==> config.mk <==
export PLATFORM = sky130hd
export DESIGN_NAME = websocket_text_frame_deframer_top
export DESIGN_NICKNAME = d
export VERILOG_FILES = /design/src/wstfd_pkg.sv /design/src/websocket_text_frame_deframer_top.sv
export SDC_FILE = /design/constraint.sdc
export NUM_CORES = 1
export LEC_CHECK = 0
export ABC_AREA = 1
export BUFFER_PORTS_ARGS = -buffer_cell sky130_fd_sc_hd__buf_2
export CAP_MARGIN = 40
export CORE_ASPECT_RATIO = 1.75
export CORE_MARGIN = 4
export CORE_UTILIZATION = 40
export CTS_BUF_LIST = sky130_fd_sc_hd__clkbuf_2
export DETAILED_ROUTE_END_ITERATION = 16
export GPL_ROUTABILITY_DRIVEN = 0
export PLACE_DENSITY = 0.67
export SLEW_MARGIN = 20
export SYNTH_ARGS = -nofsm -noshare
export SYNTH_HDL_FRONTEND = slang
export SYNTH_SLANG_ARGS = --single-unit
==> constraint.sdc <==
create_clock -name clk -period 6.85 [get_ports clk]
set_input_delay 0.685 -clock clk [delete_from_list [all_inputs] [get_ports clk]]
set_output_delay 0.685 -clock clk [all_outputs]
set_load 0.05 [all_outputs]
==> src/wstfd_pkg.sv <==
// Shared types and constants for the WebSocket text frame deframer.
// No dependencies.
package wstfd_pkg;

  typedef enum logic [2:0] {
    PH_HDR0    = 3'd0,
    PH_HDR1    = 3'd1,
    PH_EXTLEN  = 3'd2,
    PH_MASK    = 3'd3,
    PH_PAYLOAD = 3'd4,
    PH_SKIP    = 3'd5
  } phase_t;

  typedef logic [1:0] status_t;

  localparam status_t ST_PAYLOAD  = 2'd0;
  localparam status_t ST_REJECTED = 2'd1;
  localparam status_t ST_TOO_LONG = 2'd2;
  localparam status_t ST_EMPTY    = 2'd3;

  localparam logic [3:0] OPCODE_RESET  = 4'h1;
  localparam logic [6:0] LEN_EXT16     = 7'd126;
  localparam logic [6:0] LEN_EXT64     = 7'd127;
  localparam logic [3:0] EXT16_BYTES   = 4'd2;
  localparam logic [3:0] EXT64_BYTES   = 4'd8;
  localparam logic [3:0] MASK_BYTES    = 4'd4;

endpackage

==> src/websocket_text_frame_deframer_top.sv <==
// WebSocket frame deframer, receive side: header parse, unmask, payload out.
// Depends on wstfd_pkg.
//
// channel  | signals                               | dir
// ---------+---------------------------------------+-----
// config   | cfg_valid cfg_ready cfg_data[3:0]     | in
// input    | in_valid in_ready rx_byte[7:0]        | in
// output   | out_valid out_ready out_byte last_byte status | out
//
// One item per cycle while the output is not stalled: each byte updates the parse state and its
// result, if any, lands in the output register at the same edge.
// The next byte is taken while the output register is empty or being drained.
// Sync active-high reset; accepted_opcode resets to 1 (text).
// A stalled output holds its item and blocks input until taken.
module websocket_text_frame_deframer_top
  import wstfd_pkg::*;
#(
  parameter int LENGTH_BITS = 32
) (
  input  logic       clk,
  input  logic       rst,
  input  logic       cfg_valid,
  output logic       cfg_ready,
  input  logic [3:0] cfg_data,
  input  logic       in_valid,
  output logic       in_ready,
  input  logic [7:0] rx_byte,
  output logic       out_valid,
  input  logic       out_ready,
  output logic [7:0] out_byte,
  output logic       last_byte,
  output status_t    status
);

  localparam logic [LENGTH_BITS-1:0] LEN_ONE = LENGTH_BITS'(1);

  logic [3:0]             accepted_opcode;
  phase_t                 parse_phase, parse_phase_next;
  logic [3:0]             field_bytes_left, field_bytes_left_next;
  logic [LENGTH_BITS-1:0] payload_remaining, payload_remaining_next;
  logic                   length_overflow, length_overflow_next;
  logic [31:0]            mask_key, mask_key_next;
  logic                   mask_present, mask_present_next;
  logic [1:0]             mask_phase, mask_phase_next;
  logic                   frame_rejected, frame_rejected_next;

  logic       emit;
  logic [7:0] emit_byte;
  logic       emit_last;
  status_t    emit_status;
  logic       after_len, finish;
  logic [7:0] key_byte;
  logic       accept;

  assign cfg_ready = 1'b1;
  assign in_ready  = !out_valid || out_ready;
  assign accept    = in_valid && in_ready;
  assign key_byte  = mask_key[{~mask_phase, 3'b000} +: 8];

  always_comb begin
    parse_phase_next       = parse_phase;
    field_bytes_left_next  = field_bytes_left;
    payload_remaining_next = payload_remaining;
    length_overflow_next   = length_overflow;
    mask_key_next          = mask_key;
    mask_present_next      = mask_present;
    mask_phase_next        = mask_phase;
    frame_rejected_next    = frame_rejected;
    emit        = 1'b0;
    emit_byte   = 8'd0;
    emit_last   = 1'b0;
    emit_status = ST_PAYLOAD;
    after_len   = 1'b0;
    finish      = 1'b0;

    case (parse_phase)
      PH_HDR1: begin
        mask_present_next      = rx_byte[7];
        mask_key_next          = '0;
        payload_remaining_next = '0;
        length_overflow_next   = 1'b0;
        if (rx_byte[6:0] == LEN_EXT16) begin
          field_bytes_left_next = EXT16_BYTES;
          parse_phase_next      = PH_EXTLEN;
        end else if (rx_byte[6:0] == LEN_EXT64) begin
          field_bytes_left_next = EXT64_BYTES;
          parse_phase_next      = PH_EXTLEN;
        end else begin
          payload_remaining_next = LENGTH_BITS'(rx_byte[6:0]);
          after_len = 1'b1;
        end
      end
      PH_EXTLEN: begin
        if (payload_remaining[LENGTH_BITS-1 -: 8] != 8'd0)
          length_overflow_next = 1'b1;
        payload_remaining_next = {payload_remaining[LENGTH_BITS-9:0], rx_byte};
        field_bytes_left_next  = field_bytes_left - 4'd1;
        after_len = (field_bytes_left_next == 4'd0);
      end
      PH_MASK: begin
        mask_key_next         = {mask_key[23:0], rx_byte};
        field_bytes_left_next = field_bytes_left - 4'd1;
        finish = (field_bytes_left_next == 4'd0);
      end
      PH_PAYLOAD: begin
        mask_phase_next        = mask_phase + 2'd1;
        payload_remaining_next = payload_remaining - LEN_ONE;
        emit      = 1'b1;
        emit_byte = rx_byte ^ key_byte;
        emit_last = (payload_remaining_next == '0);
        if (emit_last)
          parse_phase_next = PH_HDR0;
      end
      PH_SKIP: begin
        payload_remaining_next = payload_remaining - LEN_ONE;
        if (payload_remaining_next == '0)
          parse_phase_next = PH_HDR0;
      end
      default: begin
        frame_rejected_next    = !(rx_byte[7] && (rx_byte[3:0] == accepted_opcode));
        field_bytes_left_next  = 4'd0;
        payload_remaining_next = '0;
        length_overflow_next   = 1'b0;
        mask_key_next          = '0;
        mask_present_next      = 1'b0;
        mask_phase_next        = 2'd0;
        parse_phase_next       = PH_HDR1;
      end
    endcase

    if (after_len) begin
      if (mask_present_next) begin
        parse_phase_next      = PH_MASK;
        field_bytes_left_next = MASK_BYTES;
      end else begin
        finish = 1'b1;
      end
    end

    if (finish) begin
      mask_phase_next = 2'd0;
      if (frame_rejected_next || length_overflow_next) begin
        parse_phase_next = (payload_remaining_next != '0) ? PH_SKIP : PH_HDR0;
        emit        = 1'b1;
        emit_status = frame_rejected_next ? ST_REJECTED : ST_TOO_LONG;
      end else if (payload_remaining_next == '0) begin
        parse_phase_next = PH_HDR0;
        emit        = 1'b1;
        emit_status = ST_EMPTY;
      end else begin
        parse_phase_next = PH_PAYLOAD;
      end
    end
  end

  always_ff @(posedge clk) begin
    if (rst) begin
      accepted_opcode   <= OPCODE_RESET;
      parse_phase       <= PH_HDR0;
      field_bytes_left  <= 4'd0;
      payload_remaining <= '0;
      length_overflow   <= 1'b0;
      mask_key          <= 32'd0;
      mask_present      <= 1'b0;
      mask_phase        <= 2'd0;
      frame_rejected    <= 1'b0;
      out_valid         <= 1'b0;
    end else begin
      if (cfg_valid && cfg_ready)
        accepted_opcode <= cfg_data;
      if (accept) begin
        parse_phase       <= parse_phase_next;
        field_bytes_left  <= field_bytes_left_next;
        payload_remaining <= payload_remaining_next;
        length_overflow   <= length_overflow_next;
        mask_key          <= mask_key_next;
        mask_present      <= mask_present_next;
        mask_phase        <= mask_phase_next;
        frame_rejected    <= frame_rejected_next;
        out_valid         <= emit;
      end else if (out_ready) begin
        out_valid <= 1'b0;
      end
    end
  end

  always_ff @(posedge clk) begin
    if (accept && emit) begin
      out_byte  <= emit_byte;
      last_byte <= emit_last;
      status    <= emit_status;
    end
  end

  a_payload_nonzero: assert property (@(posedge clk) disable iff (rst)
    (parse_phase == PH_PAYLOAD || parse_phase == PH_SKIP) |-> payload_remaining != '0)
    else $error("payload/skip phase with zero remaining length");

  a_field_count: assert property (@(posedge clk) disable iff (rst)
    (parse_phase == PH_EXTLEN || parse_phase == PH_MASK) |-> field_bytes_left != 4'd0)
    else $error("header field phase with no bytes left");

  a_emit_lands: assert property (@(posedge clk) disable iff (rst)
    (accept && emit) |=> out_valid)
    else $error("result item lost");

  a_status_clean: assert property (@(posedge clk) disable iff (rst)
    (out_valid && status != ST_PAYLOAD) |-> (out_byte == 8'd0 && !last_byte))
    else $error("report item carries payload data");

endmodule

==> results_dict.tcl, run 1 <==
set metrics [dict create \
    status "finished clean" \
    drv_slew 0 \
    io_buffers 29 \
    switching_power_mw 0.519 \
    cts.clk_slew.worst_paths_ns 0.35 \
    synth-edff-count 11 \
    ys_seq_area_share_pct 32.0 \
    cts.path.max_buffers 2 \
    clkPwrFrac_pct 23.6 \
    hold_violations 0 \
    synthesis.area_um2 6100 \
    cts_resized 0 \
    endpoint_kind "register" \
    powerDensity_nw_per_um2 194 \
    htree_levels 3 \
    critPathKind "reg2reg" \
    critical_path_arrival_ns 3.37 \
    syn_avg_cell_area_um2 6.60 \
    drt_wl_total_um 19200 \
    cp_cell_sequence "inv_1, ha_1, nand2_4, nor2_8, nand2_2, nand2_1, nand2_1, a21oi_2, nand2_1, nor2_2, nand2_2, nor2_4, nand3_2, nand2_1, nand2_1, nand2_1, nand2_2, inv_1" \
    fin_worst_skew_ns 0.0631 \
    finalPower_mw 1.26 \
    layout.nets 951 \
    antenna_found_initial 1 \
    synthArstFlopShare_pct 0 \
    min_period_ns 3.08 \
    ctsHoldBuffers 0 \
    fmax_ghz 0.325 \
    via_count 6250 \
    cp_slowest_cell "dfxtp_1" \
    holdCritPathClass "in2reg" \
    p_seq_share_pct 48.3 \
    leakage_nw 2.94 \
    clock_latency_ns 0.65 \
    place_ws_ns 3.76 \
    nFillCells 1617 \
    p_comb_share_pct 28.2 \
    switching_share_pct 41.2 \
    cpMostUsedCell "nand2_1" \
    synthFlopType "dfxtp_1" \
    wl_per_cell_um 17.2 \
    fin_setup_tns_ns 0 \
    fin_crit_sh_pct 45.0 \
    slowest_delay_ns 0.43 \
    grt_first_pass_wirelength_um 30900 \
    synth_warnings 0 \
    coreArea_um2 14900 \
    initial_core_util_pct 40.9 \
    drv_cap 0 \
    initialDrtViolationCount 459 \
    p_int_mw 0.741 \
    cp.required_ns 7.14 \
    antenna_left 0 \
    root_buffer "clkbuf_2" \
    seqCellArea_um2 1950 \
    grt_max_degree 62 \
    rsz0062_at_grt "no" \
    die_h_um 171 \
    worst-slew-pin-transition_ns 0.717 \
    multiInputGateArea_um2 3520 \
    drc 0 \
    cts_tree "yes" \
    crit_fanout 11 \
    cts_made_buffers 9 \
    vias_per_cell 5.59 \
    die_area_um2 17400 \
    fp-row-count 59 \
    worst_slack_ns 3.77 \
    startpoint_type "register" \
    vdd_drop_max_mv 0.148 \
    netlist_instances 924 \
    dp_hpwl_um 14400 \
    dieWidth_um 101 \
    grt_pass1_vias 6095 \
    io-pin-count 31 \
    area_growth_pct 6.36 \
    grt_use_total_pct 22.9 \
    synth_nets 945 \
    final_layout_size_suffix_gt1_share_pct 12.5 \
    cts_sinks 92 \
    grt_remaining_overflow 0 \
    slew_headroom_pct 52.2 \
    postCtsSetupRepairBufs 0 \
    dr.pass1.iters 5 \
    setup_viol 0 \
    fin_util_pct 43.5 \
    synth-seq-cells 92 \
    ys_types 44 \
]
==> flip-flops by register name (all words and copies together) (netlist names) <==
name,flops
mask_present,1
last_byte,1
parse_phase,3
frame_rejected,1
payload_remaining,32
accepted_opcode,4
status,2
out_byte,8
length_overflow,1
field_bytes_left,4
mask_phase,2
out_valid,1
mask_key,32
==> per-stage QoR <==
step / instance area (um^2) / hold slack (ns) / instances
5_1_grt: 6490 / 0.234 / 1119
3_5_place_dp: 6350 / 0.445 / 1102
3_3_place_gp: 6320 / 0.440 / 1101
6_report: 6490 / 0.271 / 1119
4_1_cts: 6480 / 0.221 / 1118
2_1_floorplan: 6100 / 0.430 / 924
==> cells in the mapped netlist, types with 6 or more instances <==
cell      count  share of area, %
clkbuf_1     24               1.5
a21oi_1      59               4.8
edfxtp_1     11               5.4
nor2_2       13               1.3
nor2_1      124               7.6
nand3_1      44               3.6
nand4_1      18               1.8
dfxtp_1      81                27
buf_2         9              0.74
o22ai_1      14               1.4
a21oi_2       6              0.86
a22oi_1      42               5.2
inv_2         6              0.37
inv_1       110               6.8
nand2_1     189                12
nand2_2      17               1.7
o21ai_1      13               1.1
a211oi_1      6              0.74
nor2_4       11               2.0
o21ai_0      58               4.8
xor2_1        6              0.86
o211ai_1     17               2.1
==> power groups by stage <==
stage	Sequential, mW	Clock, mW	Combinational, mW
2_1_floorplan	0.610	0	0.260
3_3_place_gp	0.617	0	0.345
3_5_place_dp	0.617	0	0.351
4_1_cts	0.607	0.312	0.352
5_1_grt	0.611	0.328	0.395
6_report	0.608	0.297	0.355
==> metal layers <==
| layer | track usage, % | wire length [um] |
|---|---|---|
| met2 | 42.7 | 10300 |
| met5 | 0 | 0 |
| met1 | 22.9 | 6700 |
| met3 | 3.49 | 892 |
| met4 | 15.1 | 1260 |
==> cells in the final DEF (no fill, tap or decap), types with 5 or more instances in the layout <==
master,netlist,final
nand3_1,44,44
clkbuf_2,0,9
dfxtp_1,81,81
inv_1,110,110
o22ai_1,14,14
nand2_2,17,17
edfxtp_1,11,11
buf_2,9,29
a21oi_2,6,6
o211ai_1,17,17
buf_4,3,5
xor2_1,6,6
a22oi_1,42,42
inv_2,6,6
nor2_1,124,124
nor2_2,13,13
o21ai_1,13,13
a21oi_1,59,59
nor2_4,11,11
a211oi_1,6,6
nand2_1,189,189
nand4_1,18,18
o21ai_0,58,58
==> logic make-up after synthesis <==
family,after synthesis,share of synthesized area [%]
other,1,0.0615
buffers and inverters,157,10.3
XOR/XNOR,10,1.44
flip-flops,92,32.0
AO/OA/AOI/OAI,224,22.3
adder cells (fa/ha/maj),4,0.821
AND/OR/NAND/NOR,436,33.1
==> path summary, 6_finish.rpt <==
kind | startpoint | to | slack (ns) | depth (start not counted)
max | payload_remaining[1] | last_byte | 3.77 | 18
min | cfg_data[3] | accepted_opcode[3] | 0.27 | 3
max reg2reg | payload_remaining[1] | last_byte | 3.77 | 18
min reg2reg | mask_key[28] | mask_key[28] | 0.48 | 2
==> critical path: cells and delay by family (launching register included) <==
kind / cells / cell delay [ns]
AOI/OAI and AO/OA: 1 / 0.18
buffers and inverters: 2 / 0.47
DFF: 1 / 0.43
adders and majority gates: 1 / 0.29
and+or+nand+nor: 14 / 1.34
==> area by class of cell <==
type | instances | area share [%]
multi-input cells | 675 | 54.3
flip-flops and latches | 92 | 30.1
inverters | 117 | 6.77
well taps | 183 | 3.53
repair buffers | 35 | 3.24
clock inverters | 7 | 1.37
clock buffers | 9 | 0.694
diodes | 1 | 0.0386
Note: power is estimated with default switching activity, not from simulation.
==> run 2: changes to the inputs <==
PLACE_DENSITY = 0.69   (was 0.67)
clock period = 2.6 ns   (was 6.85 ns; I/O delays follow)
==> run 2 against run 1 <==
Net effect:
- clock skew up 0.010 ns
- sequential share of layout area down 3.4 points
- routed wire length is 11% higher
- critical path depth did not move
- worst setup slack lost 3.7 ns
- fmax is 20% higher
- clock power increased to 2.7 times the previous value
- via count increased by 8.7%
- critical endpoint is now out_byte[5]
- largest cell class unchanged
==> results_dict.tcl, run 2 (synthesis results as in run 1) <==
set metrics [dict create \
    finalPower_mw 3.62 \
    coreArea_um2 14900 \
    reg_top3 "mask_key x32, payload_remaining x32, out_byte x8" \
    fmax_ghz 0.388 \
    die_area_um2 17400 \
    dp_hpwl_um 15900 \
    grt_remaining_overflow 0 \
    status "finished clean" \
    fin_worst_skew_ns 0.0734 \
    nFillCells 1525 \
    die_h_um 171 \
    hold_violations 0 \
    rsz0062_at_grt "yes" \
    drv_cap 0 \
    setup_viol 0 \
    drv_slew 0 \
    htree_levels 3 \
    cts.path.max_buffers 2 \
    antenna_left 0 \
    vias_per_cell 5.58 \
    cts_made_buffers 9 \
    grt_use_total_pct 24.7 \
    rrSetupSlack_ns 0.02 \
    drc 0 \
    critical_path_arrival_ns 2.99 \
    powerDensity_nw_per_um2 484 \
    vdd_drop_max_mv 0.299 \
    wl_per_cell_um 17.5 \
    fin_crit_sh_pct 99.1 \
    layout_commonest_cell "nand2_1" \
    final_cell_mix "nand2_1 (180), nor2_1 (112), inv_1 (107)" \
    root_buffer "clkbuf_2" \
    crit_fanout 5 \
    initialDrtViolationCount 477 \
    cts_sinks 92 \
    io-pin-count 31 \
    slew_headroom_pct 50.5 \
    layout.nets 1049 \
    endpoint_kind "register" \
    grt_pass1_vias 6532 \
    area_growth_pct 22.8 \
    min_period_ns 2.58 \
    dieWidth_um 101 \
    final_layout_size_suffix_gt1_share_pct 24.3 \
    worst-slew-pin-transition_ns 0.741 \
    startpoint_type "register" \
    initial_core_util_pct 40.9 \
    cts.clk_slew.worst_paths_ns 0.37 \
    clock_latency_ns 0.65 \
    antenna_found_initial 1 \
    fp-row-count 59 \
    via_count 6791 \
    grt_max_degree 47 \
    critPathKind "reg2reg" \
    holdCritPathClass "in2reg" \
    grt_first_pass_wirelength_um 33400 \
    cts_tree "yes" \
    drt_wl_total_um 21300 \
    leakage_nw 3.46 \
    dr.pass1.iters 6 \
    whs_ns 0.0351 \
    cp.required_ns 3.01 \
    io_buffers 29 \
    fin_setup_tns_ns 0 \
]
==> run 2: changes by cell type in the layout (fill, tap and decap cells not counted), sizes merged <==
cell         before  now
clkbuf            9   10
buf              35  118
dlygate4sd3       0   14
==> run 2: routing by layer <==
| metal | part of all wire, % | track usage [%] | vias up | wire length, um |
|---|---|---|---|---|
| met1 | 33 | 24.6 | 3066 | 7100 |
| met5 | 0 | 0 | - | 0 |
| li1 | - | - | 3288 | - |
| met2 | 52 | 44.9 | 303 | 11100 |
| met4 | 8.9 | 18.6 | 0 | 1900 |
| met3 | 5.8 | 3.86 | 134 | 1250 |
==> run 2: layout make-up <==
cell class                      count  area (um^2)  share of cell area (%)
Antenna cell                        1         2.50                  0.0334
Tap cell                          183          229                    3.06
Inverter                          117          442                    5.90
Sequential cell                    92         2000                    26.7
Multi-Input combinational cell    675         3660                    48.9
Timing Repair Buffer              133         1020                    13.6
Clock buffer                        9         45.0                   0.602
Clock inverter                      7         88.8                    1.19
==> run 2: power breakdown <==
part	switching (mW)	internal [mW]	leakage, nW
logic	0.773	0.459	2.61
clock network	0.637	0.174	0.0788
registers	0.0737	1.51	0.776
total	1.48	2.14	3.46
==> run 2: worst max-delay path, stage by stage (launching register included) <==
cell	delay, ns
dfxtp_4	0.46
nor2_2	0.13
nand2_4	0.10
nor2_2	0.18
nand2_2	0.16
o21ai_1	0.16
nand2_1	0.09
nand2_1	0.08
nand2_2	0.09
nor2_1	0.12
nand2_2	0.09
nor2_4	0.13
nand3_2	0.09
nand2_1	0.06
nand2_1	0.04
nand2_1	0.07
nand2_2	0.08
inv_4	0.09
clkbuf_16	0.14
==> run 2: per-stage QoR <==
| stage | utilization (%) | setup WS [ns] | area, um^2 | cells |
|---|---|---|---|---|
| after floorplan | - | 0.130 | 6100 | 924 |
| after global placement | 46.3 | -0.0162 | 6900 | 1175 |
| after detailed placement | 46.3 | -0.0483 | 6900 | 1175 |
| after CTS | 48.2 | 0.000650 | 7180 | 1205 |
| after global routing | 50.2 | -0.0969 | 7490 | 1217 |
| final | 50.2 | 0.0232 | 7490 | 1217 |
==> run 2: final timing paths <==
path | startpoint | depth (start not counted) | end
worst max register to register | payload_remaining[2] | 18 | out_byte[5]
worst min register to register | mask_key[30] | 2 | mask_key[30]
worst max-delay path | payload_remaining[2] | 18 | out_byte[5]
worst min-delay path | rx_byte[2] | 4 | mask_key[2]
==> run 2: repair_timing <==
action	CTS	global route
hold buffers	14	0
resized for setup	5	69
setup endpoints to repair	11	13
gates cloned	0	1
pin swaps	0	23
setup buffers	0	10
endpoints found under the hold margin	8	0
